**config.mk**
```make
export PLATFORM = sky130hd
export DESIGN_NAME = xoshiro256pp_prng_with_splitmix_seed_unit
export DESIGN_NICKNAME = d
export VERILOG_FILES = /design/src/rtl/xsp_pkg.sv /design/src/rtl/xsp_mul.sv /design/src/rtl/xoshiro256pp_prng_with_splitmix_seed_unit.sv
export VERILOG_INCLUDE_DIRS = /design/src /design/src/rtl
export SDC_FILE = /design/constraint.sdc
export NUM_CORES = 2
export LEC_CHECK = 0
export ABC_AREA = 0
export BUFFER_PORTS_ARGS = -buffer_cell sky130_fd_sc_hd__buf_4
export CORE_MARGIN = 5
export CORE_UTILIZATION = 49
export DETAILED_ROUTE_END_ITERATION = 8
export GPL_TIMING_DRIVEN = 1
export HOLD_SLACK_MARGIN = 0.06
export PLACE_DENSITY = 0.77
export SKIP_LAST_GASP = 1
export SYNTH_ARGS = -nofsm -noshare
export SYNTH_HDL_FRONTEND = slang
export SYNTH_SLANG_ARGS = --single-unit
```
**constraint.sdc**
```tcl
create_clock -name clk -period 20.8 [get_ports clk]
set_input_delay 1.04 -clock clk [delete_from_list [all_inputs] [get_ports clk]]
set_output_delay 1.04 -clock clk [all_outputs]
set_load 0.01 [all_outputs]
```
**src/rtl/xoshiro256pp_prng_with_splitmix_seed_unit_assert.svh**
```systemverilog
// Assertion macros shared by the generator RTL.
`ifndef XOSHIRO256PP_PRNG_WITH_SPLITMIX_SEED_UNIT_ASSERT_SVH
`define XOSHIRO256PP_PRNG_WITH_SPLITMIX_SEED_UNIT_ASSERT_SVH

// Same-cycle implication, sampled on clk, off during rst.
`define XSP_ASSERT_NOW(lbl, ante, cons, msg) \
  lbl: assert property (@(posedge clk) disable iff (rst) (ante) |-> (cons)) \
    else $error(msg);

// Next-cycle implication, sampled on clk, off during rst.
`define XSP_ASSERT_NEXT(lbl, ante, cons, msg) \
  lbl: assert property (@(posedge clk) disable iff (rst) (ante) |=> (cons)) \
    else $error(msg);

`endif

```
**src/rtl/xsp_pkg.sv**
```systemverilog
package xsp_pkg;

  typedef logic [63:0] word_t;

  // Operation codes on func
  localparam logic [1:0] FUNC_NEXT   = 2'd0;
  localparam logic [1:0] FUNC_SPARSE = 2'd1;
  localparam logic [1:0] FUNC_SEED   = 2'd2;

  // SplitMix64 constants
  localparam word_t GOLDEN_GAMMA = 64'h9e3779b97f4a7c15;
  localparam word_t MIX_MUL_A    = 64'hbf58476d1ce4e5b9;
  localparam word_t MIX_MUL_B    = 64'h94d049bb133111eb;

  // Request to / response from the shared multiplier
  typedef struct packed {
    logic  start;
    word_t a;
    word_t b;
  } mul_req_t;

  typedef struct packed {
    logic  done;
    word_t prod;
  } mul_rsp_t;

endpackage

```
**src/rtl/xsp_mul.sv**
```systemverilog
`include "xoshiro256pp_prng_with_splitmix_seed_unit_assert.svh"

// Low 64 bits of a 64x64 product, from one 32x32 multiplier over three passes.
module xsp_mul (
  input  logic             clk,
  input  logic             rst,
  input  xsp_pkg::mul_req_t req,
  output xsp_pkg::mul_rsp_t rsp
);
  import xsp_pkg::*;

  logic        run;
  logic [1:0]  ph;
  logic        done;
  word_t       op_a;
  word_t       op_b;
  word_t       preg;
  word_t       acc;
  logic [31:0] mx;
  logic [31:0] my;
  word_t       mprod;

  // lo*lo, hi*lo, lo*hi; hi*hi never reaches the low word
  always_comb begin
    case (ph)
      2'd0: begin
        mx = op_a[31:0];
        my = op_b[31:0];
      end
      2'd1: begin
        mx = op_a[63:32];
        my = op_b[31:0];
      end
      default: begin
        mx = op_a[31:0];
        my = op_b[63:32];
      end
    endcase
  end

  // upper halves are zero, so this is a 32x32 array with a full 64-bit product
  assign mprod = {32'h0, mx} * {32'h0, my};

  always_ff @(posedge clk) begin
    if (rst) begin
      run  <= 1'b0;
      ph   <= 2'd0;
      done <= 1'b0;
    end else begin
      done <= run && (ph == 2'd3);
      if (req.start) begin
        run <= 1'b1;
        ph  <= 2'd0;
      end else if (run) begin
        ph <= ph + 2'd1;
        if (ph == 2'd3) begin
          run <= 1'b0;
        end
      end
    end
  end

  always_ff @(posedge clk) begin
    if (req.start) begin
      op_a <= req.a;
      op_b <= req.b;
    end
    if (run) begin
      preg <= mprod;
      case (ph)
        2'd1: begin
          acc <= preg;
        end
        2'd2, 2'd3: begin
          acc <= acc + {preg[31:0], 32'h0};
        end
        default: begin
          acc <= acc;
        end
      endcase
    end
  end

  assign rsp.done = done;
  assign rsp.prod = acc;

  `XSP_ASSERT_NOW(a_start_idle, req.start, !run, "multiply started while busy")
  `XSP_ASSERT_NOW(a_done_idle, done, !run, "done raised while still running")
  `XSP_ASSERT_NEXT(a_done_after_last, run && (ph == 2'd3), done, "done missing after last pass")

endmodule

```
**src/rtl/xoshiro256pp_prng_with_splitmix_seed_unit.sv**
```systemverilog
// Next runs the sum and step states once and sparse repeats them, then done loads the output.
// A new request is stalled until the sequencer is idle again; a word waiting
// on the output does not block accept, only the final load into the output register.
// Reseed gives no word: each generator word takes two SplitMix multiplies on the shared
// 32x32 multiplier.
// Reset (rst, synchronous): generator words go to zero, sequencer idle, no word pending.
`include "xoshiro256pp_prng_with_splitmix_seed_unit_assert.svh"

module xoshiro256pp_prng_with_splitmix_seed_unit (
  input  logic                clk,
  input  logic                rst,
  input  logic                in_valid,
  output logic                in_stall,
  input  logic [1:0]          func,
  input  xsp_pkg::word_t      seed_value,
  output logic                out_valid,
  input  logic                out_stall,
  output xsp_pkg::word_t      random_value
);
  import xsp_pkg::*;

  // Sequencer states
  localparam logic [2:0] S_IDLE = 3'd0;  // waiting for a request
  localparam logic [2:0] S_SUM  = 3'd1;  // w0 + w3 into sum
  localparam logic [2:0] S_STEP = 3'd2;  // output mix and state advance
  localparam logic [2:0] S_DONE = 3'd3;  // load output register
  localparam logic [2:0] S_SADD = 3'd4;  // SplitMix counter += gamma
  localparam logic [2:0] S_MXA  = 3'd5;  // first multiply start
  localparam logic [2:0] S_MWA  = 3'd6;  // wait first, start second
  localparam logic [2:0] S_MWB  = 3'd7;  // wait second, store word

  logic [2:0] st;
  logic [1:0] left;     // generator steps still to run
  logic [1:0] widx;     // generator word being seeded
  word_t      gw [4];   // generator state
  word_t      sum;
  word_t      and_acc;  // running AND for sparse
  word_t      ctr;      // SplitMix counter
  word_t      step_out;
  word_t      n0, n1, n2, n3;
  word_t      x3;
  word_t      z;
  logic       accept;
  logic       gen_req;  // accepted next or sparse
  logic       out_free;
  mul_req_t   mreq;
  mul_rsp_t   mrsp;

  assign in_stall = (st != S_IDLE);
  assign accept   = in_valid && !in_stall;
  assign gen_req  = accept && ((func == FUNC_NEXT) || (func == FUNC_SPARSE));
  // output register can take a word this cycle
  assign out_free = !out_valid || !out_stall;

  // xoshiro256++ output and next state
  assign step_out = {sum[40:0], sum[63:41]} + gw[0];
  assign n2 = gw[2] ^ gw[0] ^ {gw[1][46:0], 17'h0};
  assign x3 = gw[3] ^ gw[1];
  assign n1 = gw[1] ^ gw[2] ^ gw[0];
  assign n0 = gw[0] ^ x3;
  assign n3 = {x3[18:0], x3[63:19]};

  // SplitMix final xor-shift on the second product
  assign z = mrsp.prod ^ {31'h0, mrsp.prod[63:31]};

  // One multiplier serves both SplitMix multiplies
  always_comb begin
    mreq.start = 1'b0;
    mreq.a     = ctr ^ {30'h0, ctr[63:30]};
    mreq.b     = MIX_MUL_A;
    case (st)
      S_MXA: begin
        mreq.start = 1'b1;
      end
      S_MWA: begin
        mreq.start = mrsp.done;
        mreq.a     = mrsp.prod ^ {27'h0, mrsp.prod[63:27]};
        mreq.b     = MIX_MUL_B;
      end
      default: begin
        mreq.start = 1'b0;
      end
    endcase
  end

  xsp_mul u_mul (
    .clk (clk),
    .rst (rst),
    .req (mreq),
    .rsp (mrsp)
  );

  // Sequencer and generator state
  always_ff @(posedge clk) begin
    if (rst) begin
      st    <= S_IDLE;
      left  <= 2'd0;
      widx  <= 2'd0;
      gw[0] <= '0;
      gw[1] <= '0;
      gw[2] <= '0;
      gw[3] <= '0;
    end else begin
      case (st)
        S_IDLE: begin
          if (accept) begin
            case (func)
              FUNC_NEXT: begin
                left <= 2'd1;
                st   <= S_SUM;
              end
              FUNC_SPARSE: begin
                left <= 2'd3;
                st   <= S_SUM;
              end
              FUNC_SEED: begin
                widx <= 2'd0;
                st   <= S_SADD;
              end
              default: begin
                st <= S_IDLE;  // unused code: dropped
              end
            endcase
          end
        end
        S_SUM: begin
          st <= S_STEP;
        end
        S_STEP: begin
          gw[0] <= n0;
          gw[1] <= n1;
          gw[2] <= n2;
          gw[3] <= n3;
          left  <= left - 2'd1;
          st    <= (left == 2'd1) ? S_DONE : S_SUM;
        end
        S_DONE: begin
          if (out_free) begin
            st <= S_IDLE;
          end
        end
        S_SADD: begin
          st <= S_MXA;
        end
        S_MXA: begin
          st <= S_MWA;
        end
        S_MWA: begin
          if (mrsp.done) begin
            st <= S_MWB;
          end
        end
        S_MWB: begin
          if (mrsp.done) begin
            gw[widx] <= z;
            widx     <= widx + 2'd1;
            st       <= (widx == 2'd3) ? S_IDLE : S_SADD;
          end
        end
        default: begin
          st <= S_IDLE;
        end
      endcase
    end
  end

  // Datapath registers
  always_ff @(posedge clk) begin
    if (accept) begin
      ctr     <= seed_value;
      and_acc <= '1;
    end
    if (st == S_SUM) begin
      sum <= gw[0] + gw[3];
    end
    if (st == S_STEP) begin
      and_acc <= and_acc & step_out;
    end
    if (st == S_SADD) begin
      ctr <= ctr + GOLDEN_GAMMA;
    end
  end

  // Output register
  always_ff @(posedge clk) begin
    if (rst) begin
      out_valid <= 1'b0;
    end else if ((st == S_DONE) && out_free) begin
      out_valid <= 1'b1;
    end else if (!out_stall) begin
      out_valid <= 1'b0;
    end
  end

  always_ff @(posedge clk) begin
    if ((st == S_DONE) && out_free) begin
      random_value <= and_acc;
    end
  end

  `XSP_ASSERT_NOW(a_out_from_done, $rose(out_valid), $past(st) == S_DONE, "word not from done")
  `XSP_ASSERT_NEXT(a_gen_to_sum, gen_req, st == S_SUM, "step not started")
  `XSP_ASSERT_NOW(a_step_count, st == S_STEP, left != 2'd0, "step with no count left")
  `XSP_ASSERT_NOW(a_mul_waited, mrsp.done, (st == S_MWA) || (st == S_MWB), "stray product")

endmodule
```
Yosys cells after proc, flatten, opt, wreduce, memory -nomap -nowiden
Memory sizes are Yosys's and may differ from the RTL's. Index checks and enable logic that the tools add are counted.

$add $sub $neg: 7. $mul: 1. Equal/unequal tests: 21. Muxes and demuxes: 45. Bitwise gates (word level): 14. Reductions and logical operators: 25.

Operator list (count): two-way mux 64 bit (9); bitwise XOR 64 bit (6); adder 64 bit (3); two-way mux 128 bit (1); one-hot mux 64 bit (2 select lines) (1); adder 64 bit, second input constant (1); bitwise AND 64 bit (1); multiplier 32 x 32 -> 64 bit (1); two-way mux 32 bit (2); OR reduction 64 bit (1); bitwise XOR 64 x 33 -> 64 bit (1); bitwise XOR 64 x 34 -> 64 bit (1); bitwise XOR 64 x 37 -> 64 bit (1); one-hot mux 3 bit (8 select lines) (1); two-way mux 1 bit (15); two-way mux 3 bit (5); equality test 3 bit, second input constant (4); two-way mux 2 bit (6); one-hot mux 2 bit (2 select lines) (3); nonzero test 2 bit (5); equality test 2 bit, second input constant (4); != test 2 x 1 -> 1 bit, second input constant (4); AND reduction 4 bit (2); OR reduction 2 bit (4); 18 further kinds (31).

Flip-flop bits (word level): 524. Bits in writable memories: 256. Input port bits: 70. Output and inout port bits: 66. Logic and storage cells: 129. Memories kept: 1.

Memories: gw (words 4, width 64, read ports 4, clocked after memory_dff 0, wr ports 4, RTL line xoshiro256pp_prng_with_splitmix_seed_unit.sv:35) `word_t gw [4];`.

Longest topological paths before layout
Word-level depth: 6. Gate-level depth with buffers: 37. Depth with buffers taken out: 34.

By module
From an unflattened synthesis, not the netlist that was laid out.

Cells, all modules: 7574. Area, all modules: 75911.6 um^2.

By module, submodules not included: xsp_mul (times used 1, cells an instance 4439, area each 43339.1 um^2, seq. area each 7767.4 um^2); xoshiro256pp_prng_with_splitmix_seed_unit (times used 1, cells an instance 3135, area each 32572.5 um^2, seq. area each 15534.9 um^2).

Worst setup path before layout
Ideal clock, no wire load.

Path kind: reg2reg. From: register u_mul.ph[0]. To: register u_mul.preg[62] (data pin). Library setup time: 0.259 ns. Arrival time: 8.433 ns. Data required time: 20.541 ns. Slack: 12.108 ns. Cell stages (with the launch flop): 31. Path buffers: 6. Clock period less this slack: 8.692 ns. Path through: dfxtp_1 -> ha_1 -> clkbuf_1 -> buf_1 -> or2_2 -> clkbuf_1 -> clkbuf_1 -> clkbuf_1 -> nor2_1 -> fa_1 -> fa_1 -> inv_1 -> fa_1 -> fa_1 -> inv_1 -> fa_1 -> fa_1 -> fa_1 -> fa_1 -> ha_1 -> clkbuf_1 -> a21o_1 -> o21bai_1 -> a221o_1 -> a2111o_1 -> a311oi_2 -> nor4_1 -> a21boi_2 -> nor2_1 -> a41o_1 -> xor2_1.

Cells in the longest elaborated chain, start to end: 4. Elaborated cells between the ends (all ways): 6. Those cells by class: mul: 1; eq/ne: 1; mux: 2; reduce/logical: 2.

RTL lines: start: declaration (RTL line xsp_mul.sv:13) `logic [1:0] ph;`; start signal: assignment (RTL line xsp_mul.sv:55) `ph <= ph + 2'd1;`; equality test 2 x 1 -> 1 bit / zero test 2 bit (equally long branches) (RTL line xsp_mul.sv:25) `case (ph)`; OR reduction 2 bit (no source line); two-way mux 32 bit (RTL line xsp_mul.sv:25); multiplier 32 x 32 -> 64 bit * (RTL line xsp_mul.sv:42) `assign mprod = {32'h0, mx} * {32'h0, my};`; via u_mul.mprod[62] (RTL line xsp_mul.sv:21) `word_t mprod;`; end signal: assignment (RTL line xsp_mul.sv:69) `preg <= mprod;`; end: declaration (RTL line xsp_mul.sv:17) `word_t preg;`.

Mark *: on every way through the listed nets, which the timed path passes. The rest lies on a longest branch. A chain may end at the register's enable or synchronous reset.

Worst setup path in the final report
From: register u_mul.ph[1]. To: register u_mul.preg[62] (data pin).

Same word-level chain as after synthesis.

==> reports/results.tsv <==
stage	metric	value	unit
sta	period_share	50.87	%
routing	wl_per_cell	28.59	um
routing	route.vias.total	52793	
clocking	cts.sinks	718	
sta	hold_violations	0	
clocking	clk_pin_slew	70	ps
clocking	htreeDepth	3	
synthesis	synth_fp_nets	8260	
sta	slew_headroom	-2.772	%
worst_setup_path	worstReg2RegStart	u_mul.ph[1]	
synthesis	synthTopCellsByArea	edfxtp_1 (30%), fa_1 (24%), ha_1 (8.7%), inv_1 (5.4%), xnor2_1 (5.1%)	
worst_setup_path	cp_slowest_stage_delay	810	ps
floorplanning	die_y	389.3	um
synthesis	synth-warning-count	0	
floorplanning	chipWidth	389.3	um
clocking	cts_setup_buffers	0	
run	max_cap_viol_count	1	
routing	viasPerCell	5.999	
worst_setup_path	critPathArrivalTime	10970	ps
floorplanning	coreArea	143300	sq um
worst_setup_path	crit_top_cell	fa_1	
floorplanning	placementRows	139	
cells_and_area	multi_input_area	44270	sq um
routing	first_pass_iters	6	
grt	gr-total-overflow	0	
synthesis	synth_most_common_cell	inv_1	
sta	rsz0062_at_grt	no	
synthesis	synth_top_cell_area_share	30.07	%
floorplanning	die_area	151600	sq um
sta	max_freq	94.51	MHz
synthesis	synth.ff_latch_count	718	
worst_setup_path	worst-path-max-fanout	86	
sta	skew	27.93	ps
routing	drt_iter0_markers	6466	
placed_design	gp_congestion	1.057	
clocking	root_buffer	clkbuf_16	
synthesis	ys.flop_type	edfxtp_1	
placed_design	placed_cells	8659	
sta	setup_viol	0	
worst_setup_path	cpMaxStageDelayCell	buf_4	
placed_design	dp_hpwl	206.5	mm
synthesis	synth_cells	6865	
synthesis	avgSynthCellArea	10.27	sq um
worst_setup_path	criticalPathCategory	register to register	
synthesis	synth_async_sr_flop_share	0	%
grt	grt_pass1_wl	364.9	mm
grt	grt_start_max_net_pins	121	
cells_and_area	fillers	12772	
cells_and_area	drive_above_1_share	6.193	%
synthesis	synth_edf_count	706	
clocking	cts_buffer_depth	3	
synthesis	ys_seq_area_share	30.41	%
floorplanning	start_util	49.20	%
hold_path	worst_hold_startpoint	and_acc[10]	
sta	slew_violations	1	
clocking	cts_tree	done	
clocking	cts_hold_buf	0	
worst_setup_path	end_kind	register	
sta	fin_setup_tns	0	ps
grt	grt_use_total	32.77	%
routing	drc_errors	0	
status	outcome	complete, but fails checks	
cells_and_area	final_cells	8801	
sta	fin_crit	10580	ps
routing	ant_nets	0	
synthesis	ys_top_cells_by_count	inv_1 (1008), fa_1 (833), nand2_1 (758)	
hold_path	min_path_type	register to register	
status	violations	capacitance limit, slew limit	
grt	antenna_found_initial	6	
clocking	insertion_delay	650	ps
synthesis	synth_area	70500	sq um
synthesis	synth_cell_types	103	
clocking	cts-resized-gates	0	
cells_and_area	area_growth	7.319	%
floorplanning	io_pins	136	
worst_setup_path	critPathRequiredTime	21190	ps
clocking	cts_buffers	76	
sta	worstMarginPinSlew	1499	ps
grt	grt_pass1_vias	54121	
worst_setup_path	critPathLaunch	u_mul.ph[1]	
worst_setup_path	setup.worst_path.start_class	register	
synthesis	synth_area_leader_cell	edfxtp_1	
cells_and_area	seq_area	21440	sq um
cells_and_area	final_nets	8229	
routing	wl	251.6	mm
placed_design	port-buffer-count	135	
[logic make-up (layout without fill, tap and decap cells)]
group	Yosys count	after routing	synth area share (%)
buffers and inverters	1292	1322	6.914
multiplexers	47	47	0.7348
adder cells (fa/ha/maj)	1325	1325	32.39
AND/OR/NAND/NOR	1515	1515	9.557
AO/OA/AOI/OAI	1280	1280	11.45
flip-flops	718	718	30.41
XOR/XNOR	688	688	8.547
other	0	3	0
[critical path: cells and delay by family, from the launching register on]
family / cells / cell delay (ps)
AO/OA/AOI/OAI: 7 / 1770
buffers and inverters: 9 / 1930
flip-flops: 1 / 400
adder cells (fa/ha/maj): 10 / 4620
AND/OR/NAND/NOR: 6 / 1360
XOR/XNOR: 1 / 140
[worst paths after layout]
kind / end / slack, ps / cells after the start
max: u_mul.preg[62] / 10220 / 33
min reg2reg: random_value[10] / 450 / 0
min: random_value[10] / 450 / 0
max reg2reg: u_mul.preg[62] / 10220 / 33
[metrics by stage]
step	util, %	instance area, sq um	setup WS [ps]	hold WS (ps)
2_1_floorplan	-	70500	12110	419.5
3_3_place_gp	51.07	73190	10500	440.3
3_5_place_dp	51.07	73190	10420	433.0
4_1_cts	52.79	75650	10420	446.4
5_1_grt	52.79	75650	9861	461.3
6_report	52.80	75660	10220	445.1
[metal layers]
| layer | vias to the layer above | routed length [um] | track usage, % |
|---|---|---|---|
| met5 | - | 55 | 0 |
| met4 | 8 | 21410 | 21.54 |
| met3 | 785 | 23860 | 6.437 |
| met2 | 3132 | 115600 | 52.89 |
| met1 | 26055 | 90640 | 40.20 |
| li1 | 22813 | - | - |
[registers in the layout, summed over array words and instances (netlist names)]
signal        count
u_mul.preg       64
u_mul.op_b        2
st                3
and_acc          64
u_mul.ph          2
u_mul.done        1
gw              256
out_valid         1
random_value     64
widx              2
ctr              64
u_mul.run         1
u_mul.op_a       64
left              2
u_mul.acc        64
sum              64
[cell type report]
type / count / share of cell area, %
Sequential cell: 718 / 28.34
Multi-Input combinational cell: 4855 / 58.51
Timing Repair Buffer: 175 / 1.736
Clock inverter: 48 / 0.6152
Antenna cell: 3 / 0.009922
Inverter: 1008 / 5.001
Tap cell: 1903 / 3.147
Clock buffer: 91 / 2.641
[cell usage in the layout, fill, tap and decap left out, types with 34 or more instances in the layout]
master	netlist	routed
inv_1	1008	1007
fa_1	833	833
nand2_1	758	747
edfxtp_1	706	706
ha_1	492	491
xnor2_1	407	407
o21ai_0	395	395
nor2_1	330	328
xor2_1	281	281
a21oi_1	279	278
buf_4	0	175
o22ai_1	137	137
a21o_1	136	136
clkbuf_16	0	76
and2_1	68	66
nand4_1	61	61
nand3_1	56	56
o21bai_1	50	50
nor3_1	48	48
nand2b_1	40	39
mux2_2	38	38
nor2b_1	38	36
a31oi_1	34	34
Power is not shown: default switching activity piles up to over one toggle a cycle in this logic, so the estimate is an artifact.
